==> src/hdl/cdf53_forward_lift_deadzone_assert.svh <==
// assertion macros shared by the lifting block
`ifndef CDF53_FORWARD_LIFT_DEADZONE_ASSERT_SVH
`define CDF53_FORWARD_LIFT_DEADZONE_ASSERT_SVH

// same-cycle implication, checked outside reset
`define CDFL_ASSERT_IMPL(label, clk, rst, cond, expr) \
   label: assert property (@(posedge clk) disable iff (rst) (cond) |-> (expr)) \
      else $error("lifting block: same-cycle check failed");

// next-cycle implication, checked outside reset
`define CDFL_ASSERT_NEXT(label, clk, rst, cond, expr) \
   label: assert property (@(posedge clk) disable iff (rst) (cond) |=> (expr)) \
      else $error("lifting block: next-cycle check failed");

`endif

==> src/hdl/cdfl_pkg.sv <==
// types, constants and register codes of the cdf 5/3 forward lifting block
`default_nettype none

package cdfl_pkg;

   // sample and coefficient widths
   localparam int SAMPLE_BITS = 24;
   localparam int HIGH_BITS   = SAMPLE_BITS + 2;
   localparam int COEF_BITS   = 8;
   localparam int GATE_BITS   = 8;

   // highpass quantizer: divide by 1024 with half rounding on the magnitude
   localparam int HP_SHIFT      = 10;
   localparam int HP_ROUND_BIAS = 1 << (HP_SHIFT - 1);
   localparam int HP_QBITS      = (HIGH_BITS - HP_SHIFT + 1 > COEF_BITS) ?
                                  (HIGH_BITS - HP_SHIFT + 1) : COEF_BITS;
   localparam logic [COEF_BITS-1:0] HP_POS_LIMIT = 8'd127;
   localparam logic [COEF_BITS-1:0] HP_NEG_LIMIT = 8'd128;

   // lowpass update: floor((h + h_prev + 4) / 8)
   localparam int LP_SHIFT = 3;
   localparam int LP_ROUND = 1 << (LP_SHIFT - 1);

   // decoupling queue
   localparam int QUEUE_DEPTH = 4;
   localparam int QPTR_BITS   = $clog2(QUEUE_DEPTH);
   localparam int QCNT_BITS   = $clog2(QUEUE_DEPTH + 1);

   // register port
   localparam int CSR_ADDR_BITS  = 3;
   localparam int CSR_DATA_BITS  = 32;
   localparam int CSR_INDEX_BITS = CSR_ADDR_BITS - 2;
   localparam logic [CSR_INDEX_BITS-1:0] REG_GATE_LIMIT = '0;
   localparam logic [GATE_BITS-1:0] GATE_RESET = 8'd48;

   // input beat
   typedef struct packed {
      logic signed [SAMPLE_BITS-1:0] even_sample;
      logic signed [SAMPLE_BITS-1:0] odd_sample;
      logic                          row_end;
   } req_type;

   // result beat
   typedef struct packed {
      logic signed [SAMPLE_BITS-1:0] lowpass;
      logic signed [COEF_BITS-1:0]   highpass;
      logic                          last_of_row;
   } rsp_type;

   // one queued job: the held pair, the final pair of a row, or both
   typedef struct packed {
      logic                          has_held;
      logic signed [SAMPLE_BITS-1:0] held_even;
      logic signed [HIGH_BITS-1:0]   held_h;
      logic signed [COEF_BITS-1:0]   held_q;
      logic                          has_end;
      logic signed [SAMPLE_BITS-1:0] end_even;
      logic signed [HIGH_BITS-1:0]   end_h;
      logic signed [COEF_BITS-1:0]   end_q;
   } job_type;

   // queue status toward front and back
   typedef struct packed {
      logic full;
      logic valid;
   } qstat_type;

endpackage

`default_nettype wire

==> src/hdl/cdfl_csr.sv <==
// register port holding the highpass gate limit
`default_nettype none

module cdfl_csr (
   input  wire logic                              clock,
   input  wire logic                              reset,
   input  wire logic                              csr_psel,
   input  wire logic                              csr_penable,
   input  wire logic                              csr_pwrite,
   input  wire logic [cdfl_pkg::CSR_ADDR_BITS-1:0] csr_paddr,
   input  wire logic [cdfl_pkg::CSR_DATA_BITS-1:0] csr_pwdata,
   output logic      [cdfl_pkg::CSR_DATA_BITS-1:0] csr_prdata,
   output logic                                   csr_pready,
   output logic      [cdfl_pkg::GATE_BITS-1:0]     gate_limit
);

   logic [cdfl_pkg::GATE_BITS-1:0]      gate_ff;
   logic [cdfl_pkg::GATE_BITS-1:0]      gate_in;
   logic [cdfl_pkg::CSR_INDEX_BITS-1:0] reg_index;
   logic                                wr_en;

   // decode
   assign csr_pready = 1'b1;
   assign reg_index  = csr_paddr[cdfl_pkg::CSR_ADDR_BITS-1:2];
   assign wr_en      = csr_psel & csr_penable & csr_pwrite & csr_pready;

   // gate register write
   always_comb begin
      gate_in = gate_ff;
      if (wr_en && (reg_index == cdfl_pkg::REG_GATE_LIMIT)) begin
         gate_in = csr_pwdata[cdfl_pkg::GATE_BITS-1:0];
      end
   end

   always_ff @(posedge clock) begin
      if (reset) begin
         gate_ff <= cdfl_pkg::GATE_RESET;
      end else begin
         gate_ff <= gate_in;
      end
   end

   // read back
   always_comb begin
      csr_prdata = '0;
      if (reg_index == cdfl_pkg::REG_GATE_LIMIT) begin
         csr_prdata = cdfl_pkg::CSR_DATA_BITS'(gate_ff);
      end
   end

   assign gate_limit = gate_ff;

endmodule

`default_nettype wire

==> src/hdl/cdfl_front.sv <==
// front end: holds the previous pair, forms highpass values and queues jobs
`default_nettype none

module cdfl_front (
   input  wire logic                          clock,
   input  wire logic                          reset,
   input  wire logic                          req_valid,
   output logic                               req_stall,
   input  wire cdfl_pkg::req_type             req_data,
   input  wire logic [cdfl_pkg::GATE_BITS-1:0] gate_limit,
   input  wire cdfl_pkg::qstat_type           q_stat,
   output logic                               push,
   output cdfl_pkg::job_type                  push_job
);

   localparam int SB = cdfl_pkg::SAMPLE_BITS;
   localparam int HB = cdfl_pkg::HIGH_BITS;
   localparam int QB = cdfl_pkg::HP_QBITS;
   localparam int CB = cdfl_pkg::COEF_BITS;

   logic signed [SB-1:0] held_even_ff, held_even_in;
   logic signed [SB-1:0] held_odd_ff, held_odd_in;
   logic                 pending_ff, pending_in;
   logic                 accept;
   logic signed [HB-1:0] held_h;
   logic signed [HB-1:0] end_h;

   // quantize a highpass: round |h|/1024, clamp, gate, restore sign
   function automatic logic [CB-1:0] quantize(input logic signed [HB-1:0] h,
                                              input logic [CB-1:0] gate);
      logic          neg;
      logic [HB-1:0] mag;
      logic [HB:0]   rnd;
      logic [QB-1:0] rq;
      logic [CB-1:0] lim;
      logic [CB-1:0] qm;
      logic [CB-1:0] gated;
      neg   = h[HB-1];
      mag   = neg ? HB'(-h) : HB'(h);
      rnd   = {1'b0, mag} + (HB+1)'(cdfl_pkg::HP_ROUND_BIAS);
      rq    = QB'(rnd >> cdfl_pkg::HP_SHIFT);
      lim   = neg ? cdfl_pkg::HP_NEG_LIMIT : cdfl_pkg::HP_POS_LIMIT;
      qm    = (rq > QB'(lim)) ? lim : rq[CB-1:0];
      gated = (qm < gate) ? '0 : qm;
      return neg ? CB'(-gated) : gated;
   endfunction

   // handshake
   assign req_stall = q_stat.full;
   assign accept    = req_valid & ~q_stat.full;

   // highpass of the held pair and of a row-final pair, in half-lsb units
   assign held_h = (HB'(held_odd_ff) <<< 1) - HB'(held_even_ff) - HB'(req_data.even_sample);
   assign end_h  = (HB'(req_data.odd_sample) - HB'(req_data.even_sample)) <<< 1;

   // job build
   always_comb begin
      push               = accept & (pending_ff | req_data.row_end);
      push_job.has_held  = pending_ff;
      push_job.held_even = held_even_ff;
      push_job.held_h    = held_h;
      push_job.held_q    = quantize(held_h, gate_limit);
      push_job.has_end   = req_data.row_end;
      push_job.end_even  = req_data.even_sample;
      push_job.end_h     = end_h;
      push_job.end_q     = quantize(end_h, gate_limit);
   end

   // held pair update
   always_comb begin
      held_even_in = held_even_ff;
      held_odd_in  = held_odd_ff;
      pending_in   = pending_ff;
      if (accept) begin
         held_even_in = req_data.even_sample;
         held_odd_in  = req_data.odd_sample;
         pending_in   = ~req_data.row_end;
      end
   end

   always_ff @(posedge clock) begin
      if (reset) begin
         pending_ff <= 1'b0;
      end else begin
         pending_ff <= pending_in;
      end
   end

   always_ff @(posedge clock) begin
      held_even_ff <= held_even_in;
      held_odd_ff  <= held_odd_in;
   end

endmodule

`default_nettype wire

==> src/hdl/cdfl_queue.sv <==
// short job queue between the front and back ends
`default_nettype none

module cdfl_queue (
   input  wire logic              clock,
   input  wire logic              reset,
   input  wire logic              push,
   input  wire cdfl_pkg::job_type push_job,
   input  wire logic              pop,
   output cdfl_pkg::qstat_type    q_stat,
   output cdfl_pkg::job_type      q_head
);

   localparam int PB = cdfl_pkg::QPTR_BITS;
   localparam int NB = cdfl_pkg::QCNT_BITS;

   cdfl_pkg::job_type  slot_ff [cdfl_pkg::QUEUE_DEPTH];
   logic [PB-1:0]      wr_ptr_ff, wr_ptr_in;
   logic [PB-1:0]      rd_ptr_ff, rd_ptr_in;
   logic [NB-1:0]      count_ff, count_in;

   // status
   assign q_stat.full  = (count_ff == NB'(cdfl_pkg::QUEUE_DEPTH));
   assign q_stat.valid = (count_ff != '0);
   assign q_head       = slot_ff[rd_ptr_ff];

   // pointer and count update
   always_comb begin
      wr_ptr_in = wr_ptr_ff;
      rd_ptr_in = rd_ptr_ff;
      count_in  = count_ff;
      if (push) begin
         wr_ptr_in = (wr_ptr_ff == PB'(cdfl_pkg::QUEUE_DEPTH - 1)) ? '0 : wr_ptr_ff + 1'b1;
      end
      if (pop) begin
         rd_ptr_in = (rd_ptr_ff == PB'(cdfl_pkg::QUEUE_DEPTH - 1)) ? '0 : rd_ptr_ff + 1'b1;
      end
      if (push && !pop) begin
         count_in = count_ff + 1'b1;
      end else if (pop && !push) begin
         count_in = count_ff - 1'b1;
      end
   end

   always_ff @(posedge clock) begin
      if (reset) begin
         wr_ptr_ff <= '0;
         rd_ptr_ff <= '0;
         count_ff  <= '0;
      end else begin
         wr_ptr_ff <= wr_ptr_in;
         rd_ptr_ff <= rd_ptr_in;
         count_ff  <= count_in;
      end
   end

   // storage
   always_ff @(posedge clock) begin
      if (push) begin
         slot_ff[wr_ptr_ff] <= push_job;
      end
   end

endmodule

`default_nettype wire

==> src/hdl/cdfl_back.sv <==
// back end: emits one or two coefficient pairs per job with the lowpass update
`default_nettype none

`include "cdf53_forward_lift_deadzone_assert.svh"

module cdfl_back (
   input  wire logic              clock,
   input  wire logic              reset,
   input  wire cdfl_pkg::qstat_type q_stat,
   input  wire cdfl_pkg::job_type q_head,
   output logic                   pop,
   output logic                   rsp_valid,
   input  wire logic              rsp_stall,
   output cdfl_pkg::rsp_type      rsp_data
);

   localparam int SB = cdfl_pkg::SAMPLE_BITS;
   localparam int HB = cdfl_pkg::HIGH_BITS;
   localparam int CB = cdfl_pkg::COEF_BITS;

   logic                 q_valid;
   logic                 phase_ff, phase_in;
   logic signed [HB-1:0] prior_ff, prior_in;
   logic                 row_start_ff, row_start_in;
   logic                 rsp_valid_ff, rsp_valid_in;
   cdfl_pkg::rsp_type    rsp_ff, rsp_in;
   logic                 load;
   logic                 done;
   logic signed [SB-1:0] cur_even;
   logic signed [HB-1:0] cur_h;
   logic signed [CB-1:0] cur_q;
   logic                 cur_last;
   logic signed [HB-1:0] hp;
   logic signed [HB+1:0] lp_sum;
   logic signed [SB:0]   lp_step;
   logic signed [SB:0]   lp_wide;
   logic signed [SB-1:0] lp_sat;

   assign q_valid = q_stat.valid;

   // pick the held pair first, then the row-final pair
   always_comb begin
      if (q_head.has_held && !phase_ff) begin
         cur_even = q_head.held_even;
         cur_h    = q_head.held_h;
         cur_q    = q_head.held_q;
         cur_last = 1'b0;
         done     = ~q_head.has_end;
      end else begin
         cur_even = q_head.end_even;
         cur_h    = q_head.end_h;
         cur_q    = q_head.end_q;
         cur_last = 1'b1;
         done     = 1'b1;
      end
   end

   // lowpass: even + floor((h + h_prev + 4) / 8), saturated; h_prev = h at row start
   assign hp      = row_start_ff ? cur_h : prior_ff;
   assign lp_sum  = (HB+2)'(cur_h) + (HB+2)'(hp) + (HB+2)'(cdfl_pkg::LP_ROUND);
   assign lp_step = (SB+1)'(lp_sum >>> cdfl_pkg::LP_SHIFT);
   assign lp_wide = (SB+1)'(cur_even) + lp_step;

   always_comb begin
      if (lp_wide[SB] != lp_wide[SB-1]) begin
         lp_sat = lp_wide[SB] ? {1'b1, {(SB-1){1'b0}}} : {1'b0, {(SB-1){1'b1}}};
      end else begin
         lp_sat = lp_wide[SB-1:0];
      end
   end

   // output register and lifting state
   assign load = q_valid & (~rsp_valid_ff | ~rsp_stall);
   assign pop  = load & done;

   always_comb begin
      rsp_in       = rsp_ff;
      rsp_valid_in = rsp_valid_ff & rsp_stall;
      phase_in     = phase_ff;
      prior_in     = prior_ff;
      row_start_in = row_start_ff;
      if (load) begin
         rsp_in.lowpass     = lp_sat;
         rsp_in.highpass    = cur_q;
         rsp_in.last_of_row = cur_last;
         rsp_valid_in       = 1'b1;
         phase_in           = ~done;
         prior_in           = cur_h;
         row_start_in       = cur_last;
      end
   end

   always_ff @(posedge clock) begin
      if (reset) begin
         rsp_valid_ff <= 1'b0;
         phase_ff     <= 1'b0;
         prior_ff     <= '0;
         row_start_ff <= 1'b1;
      end else begin
         rsp_valid_ff <= rsp_valid_in;
         phase_ff     <= phase_in;
         prior_ff     <= prior_in;
         row_start_ff <= row_start_in;
      end
   end

   always_ff @(posedge clock) begin
      rsp_ff <= rsp_in;
   end

   assign rsp_valid = rsp_valid_ff;
   assign rsp_data  = rsp_ff;

   // checks
   `CDFL_ASSERT_IMPL(a_phase_keeps_job, clock, reset, phase_ff, q_valid)
   `CDFL_ASSERT_IMPL(a_split_job_pop, clock, reset, pop && q_head.has_held && q_head.has_end, phase_ff)
   `CDFL_ASSERT_IMPL(a_phase_mid_row, clock, reset, phase_ff, !row_start_ff)
   `CDFL_ASSERT_NEXT(a_last_restarts_row, clock, reset, load && cur_last, row_start_ff)

endmodule

`default_nettype wire

==> src/hdl/cdf53_forward_lift_deadzone.sv <==
// top level of the cdf 5/3 forward lifting block with dead-zone highpass
// Usage: one row enters as even/odd sample pairs on req_*, row_end set on
// the final pair. Coefficient pairs leave on rsp_*, last_of_row on the final one.
// A pair's coefficients wait for the next pair's even sample, so the first
// pair of a row gives no beat unless it ends the row; its successor releases
// it, and the row-final pair releases the held pair and then its own pair,
// two beats in a row. A result passes the job queue, then the output register.
// Throughput: one input beat per cycle while the job queue is not full; a
// row-final beat that follows a held pair gives the back end two beats to emit,
// absorbed by the four-entry job queue. The front end stalls req_* only when
// the queue is full; the back end stops when rsp_stall holds the output
// register, which keeps its beat unchanged.
// csr_*: gate_limit at byte address 0, reset 48; write only while idle.
// Reset: clears the queue and output valid, returns the row to its start.
`default_nettype none

module cdf53_forward_lift_deadzone (
   input  wire logic                              clock,
   input  wire logic                              reset,
   input  wire logic                              req_valid,
   output logic                                   req_stall,
   input  wire cdfl_pkg::req_type                 req_data,
   output logic                                   rsp_valid,
   input  wire logic                              rsp_stall,
   output cdfl_pkg::rsp_type                      rsp_data,
   input  wire logic                              csr_psel,
   input  wire logic                              csr_penable,
   input  wire logic                              csr_pwrite,
   input  wire logic [cdfl_pkg::CSR_ADDR_BITS-1:0] csr_paddr,
   input  wire logic [cdfl_pkg::CSR_DATA_BITS-1:0] csr_pwdata,
   output logic      [cdfl_pkg::CSR_DATA_BITS-1:0] csr_prdata,
   output logic                                   csr_pready
);

   logic [cdfl_pkg::GATE_BITS-1:0] gate_limit;
   cdfl_pkg::qstat_type            q_stat;
   cdfl_pkg::job_type              push_job;
   cdfl_pkg::job_type              q_head;
   logic                           push;
   logic                           pop;

   // register port
   cdfl_csr u_csr (
      .clock       (clock),
      .reset       (reset),
      .csr_psel    (csr_psel),
      .csr_penable (csr_penable),
      .csr_pwrite  (csr_pwrite),
      .csr_paddr   (csr_paddr),
      .csr_pwdata  (csr_pwdata),
      .csr_prdata  (csr_prdata),
      .csr_pready  (csr_pready),
      .gate_limit  (gate_limit)
   );

   // front end
   cdfl_front u_front (
      .clock      (clock),
      .reset      (reset),
      .req_valid  (req_valid),
      .req_stall  (req_stall),
      .req_data   (req_data),
      .gate_limit (gate_limit),
      .q_stat     (q_stat),
      .push       (push),
      .push_job   (push_job)
   );

   // job queue
   cdfl_queue u_queue (
      .clock    (clock),
      .reset    (reset),
      .push     (push),
      .push_job (push_job),
      .pop      (pop),
      .q_stat   (q_stat),
      .q_head   (q_head)
   );

   // back end
   cdfl_back u_back (
      .clock     (clock),
      .reset     (reset),
      .q_stat    (q_stat),
      .q_head    (q_head),
      .pop       (pop),
      .rsp_valid (rsp_valid),
      .rsp_stall (rsp_stall),
      .rsp_data  (rsp_data)
   );

endmodule

`default_nettype wire

==> config.mk <==
export PLATFORM = sky130hd
export DESIGN_NAME = cdf53_forward_lift_deadzone
export DESIGN_NICKNAME = d
export VERILOG_FILES = /design/src/hdl/cdfl_pkg.sv /design/src/hdl/cdfl_csr.sv /design/src/hdl/cdfl_front.sv /design/src/hdl/cdfl_queue.sv /design/src/hdl/cdfl_back.sv /design/src/hdl/cdf53_forward_lift_deadzone.sv
export VERILOG_INCLUDE_DIRS = /design/src /design/src/hdl
export SDC_FILE = /design/constraint.sdc
export NUM_CORES = 1
export LEC_CHECK = 0
export BUFFER_PORTS_ARGS = -buffer_cell sky130_fd_sc_hd__buf_2
export CAP_MARGIN = 25
export CORE_ASPECT_RATIO = 1.1
export CORE_MARGIN = 8
export CORE_UTILIZATION = 45
export CTS_BUF_LIST = sky130_fd_sc_hd__clkbuf_8
export DETAILED_ROUTE_END_ITERATION = 12
export PLACE_DENSITY = 0.73
export SYNTH_ARGS = -nofsm -noshare
export SYNTH_HDL_FRONTEND = slang
export SYNTH_SLANG_ARGS = --single-unit
export TNS_END_PERCENT = 50
==> constraint.sdc <==
create_clock -name clock -period 12.6 [get_ports clock]
set_input_delay 0.63 -clock clock [delete_from_list [all_inputs] [get_ports clock]]
set_output_delay 0.63 -clock clock [all_outputs]
set_load 0.1 [all_outputs]
==> impl_metrics.toml <==
[clock_network]
numCtsBuffers = 93
clk_pin_slew_ns = 0.07
cts_setup_buffers = 0
cts_tree = "built"
clkLatencyLatePin_ns = 0.69
cts_resized = 0
cts_root_buf = "clkbuf_8"
cts_sinks = 596
htree_levels = 3
clk_path_buf_depth = 3
postCtsHoldBufs = 0

[routing]
wl_per_cell_um = 20.8
wirelength_mm = 75.4
drtAntennaViolNets = 0
via_count = 20892
drtPass1Iterations = 5
vias_per_cell = 5.77
drt_iter0_drc = 1674
drc_errors = 0

[timing]
max-slew-margin-rel = 0.299
min_period_over_period = 0.867
finalCriticalPeriod_ns = 10.93
hold_slack_ns = 0.135
max_clock_freq_mhz = 91.5
clock_skew_ns = 0.0374
setup_violations = 0
rsz0062_at_grt = "false"
drv_slew = 0
final_hold_viol_count = 0
totalNegativeSetupSlack_ns = 0
worstMarginPinSlew_ns = 1.04

[die]
dieArea_um2 = 79700
die_h_um = 295
die_x_um = 270
num_rows = 102
ioPinCount = 159
core_um2 = 70300
start_util = 0.454

[setup_path]
cp.required_ns = 13.01
slowest_delay_ns = 0.79
worst_path_max_delay_cell = "or4_1"
path_common_cell = "ha_1"
startpoint_type = "flip-flop"
timing.rr.start = "u_front.held_even_ff[5]"
end_kind = "flip-flop"
r2r_slack_ns = 1.67
cp_max_fo = 15
crit_type = "flip-flop to flip-flop"
cp-startpoint = "u_front.held_even_ff[5]"
arrival_ns = 11.34

[yosys]
avgSynthCellArea_um2 = 12.9
netlist_top_cells_area = "edfxtp_1 (52%), mux4_2 (8.3%), ha_1 (5.6%)"
synth.top_cells.by_count = "edfxtp_1 (549), nor2_1 (198), a21oi_1 (160)"
synthArstFlopShare = 0
ys_seq_area_frac = 0.546
synth_cell_type_count = 94
yosysWarnings = 0
synth_flop_cell = "edfxtp_1"
yosys.area.top_type = "edfxtp_1"
netlist_instances = 2472
ys_ff_latch = 596
netlist_area_um2 = 31900
synthMostInstantiatedCell = "edfxtp_1"
synth_edf_count = 549
yosysTopAreaCellShare = 0.517

[layout]
fin_nets = 2867
fill_cells = 5922
seq_area_um2 = 17400
drive_gt1_frac = 0.169
syn_to_final_growth_pct = 10.4
multi_input_area_um2 = 13500

[grt]
grt_pass1_wl_mm = 117
grt_max_degree = 91
grt_antenna_before_repair = 3
track_usage = 0.185
grt_pass1_vias = 21464
grt_overflow = 0

[status]
status = "finished, final reports clean"

[hold_path]
worst_hold_startpoint = "req_data[1]"
hold_class = "input port to flip-flop"

[placed_design]
dp_hpwl_mm = 51.8
port_buffers = 107
place_congestion = 0.895

[job]
cap_violations = 0
-- layout by cell type, fill, tap and decap left out, types with 14 or more instances in the layout --
master	synthesis	routed
o21a_1	35	35
nor3_1	65	64
and3_1	24	24
o21bai_1	14	14
fa_1	27	27
o21ai_0	67	67
ha_1	142	142
clkinv_2	0	17
nor2_1	198	198
edfxtp_1	549	549
nand3_1	45	45
nand4_1	18	18
nand2_1	107	106
clkbuf_8	0	97
conb_1	2	25
clkinv_1	4	20
mux2i_1	40	40
mux2_2	36	36
buf_4	25	28
inv_1	143	175
a211oi_1	42	42
dfxtp_1	47	45
buf_2	3	107
or3_1	23	23
mux4_2	117	117
a21oi_1	160	159
xnor2_1	84	84
xor2_1	61	61
nand2b_1	19	19
a21o_1	27	27
nor2b_1	24	23
-- logic make-up after synthesis --
family	after synthesis	synth area share
other cells	2	0.000235
xor+xnor	145	0.0398
simple gates	610	0.0956
buf+inv	269	0.0350
fa+ha+maj	171	0.0733
flops	596	0.546
mux	193	0.108
compound gates	486	0.102
-- worst paths after layout --
kind,to,cells past startpoint
worst min register to register,u_csr.gate_limit[6],2
worst min-delay path,u_front.held_odd_ff[0],1
worst max register to register,u_queue.slot_ff[1][64],41
worst max-delay path,u_queue.slot_ff[1][64],41
-- final cells by class --
| type | instances | share of cell area |
|---|---|---|
| Antenna cell | 1 | 0.0000711 |
| Clock buffer | 97 | 0.0379 |
| Clock inverter | 77 | 0.0118 |
| Inverter | 148 | 0.0158 |
| Multi-Input combinational cell | 1630 | 0.383 |
| Sequential cell | 596 | 0.495 |
| Tap cell | 936 | 0.0333 |
| Timing Repair Buffer | 138 | 0.0235 |
-- registers in the layout, indices dropped and copies added (netlist names), named ones only --
register	cells
u_queue.slot_ff	468
u_back.rsp_data	33
u_back.prior_ff	26
u_front.held_even_ff	24
u_front.held_odd_ff	24
u_csr.gate_limit	8
u_queue.count_ff	3
u_queue.rd_ptr_ff	2
u_queue.wr_ptr_ff	2
u_back.phase_ff	1
u_back.row_start_ff	1
u_back.rsp_valid	1
u_front.pending_ff	1
-- worst max-delay path: cells and delay by family (launching register included) --
kind	cells	cell delay (ns)
AOI/OAI and AO/OA	13	3.24
xor gates and xnor gates	4	0.82
adders and majority gates	6	2.03
buffers and inverters	4	0.59
DFF	1	0.49
and+or+nand+nor	14	3.48
-- through the flow --
step	instance area, µm²	std cells	utilization	setup WS (ns)
6_report	35200	3623	0.501	1.67
5_1_grt	35200	3623	0.501	0.948
4_1_cts	35200	3619	0.500	1.77
3_5_place_dp	33400	3445	0.475	1.40
3_3_place_gp	33400	3444	0.475	1.54
2_1_floorplan	32000	2495	-	2.04
-- layer usage --
| metal | part of all wire | up-vias | track usage |
|---|---|---|---|
| li1 | - | 9676 | - |
| met1 | 0.40 | 10308 | 0.219 |
| met2 | 0.51 | 732 | 0.335 |
| met3 | 0.061 | 176 | 0.0290 |
| met4 | 0.033 | 0 | 0.0747 |
| met5 | 0 | - | 0 |
Power is left out: the tool's default activity adds up to more than one toggle a clock period on the data nets, which glitch-free logic cannot reach.
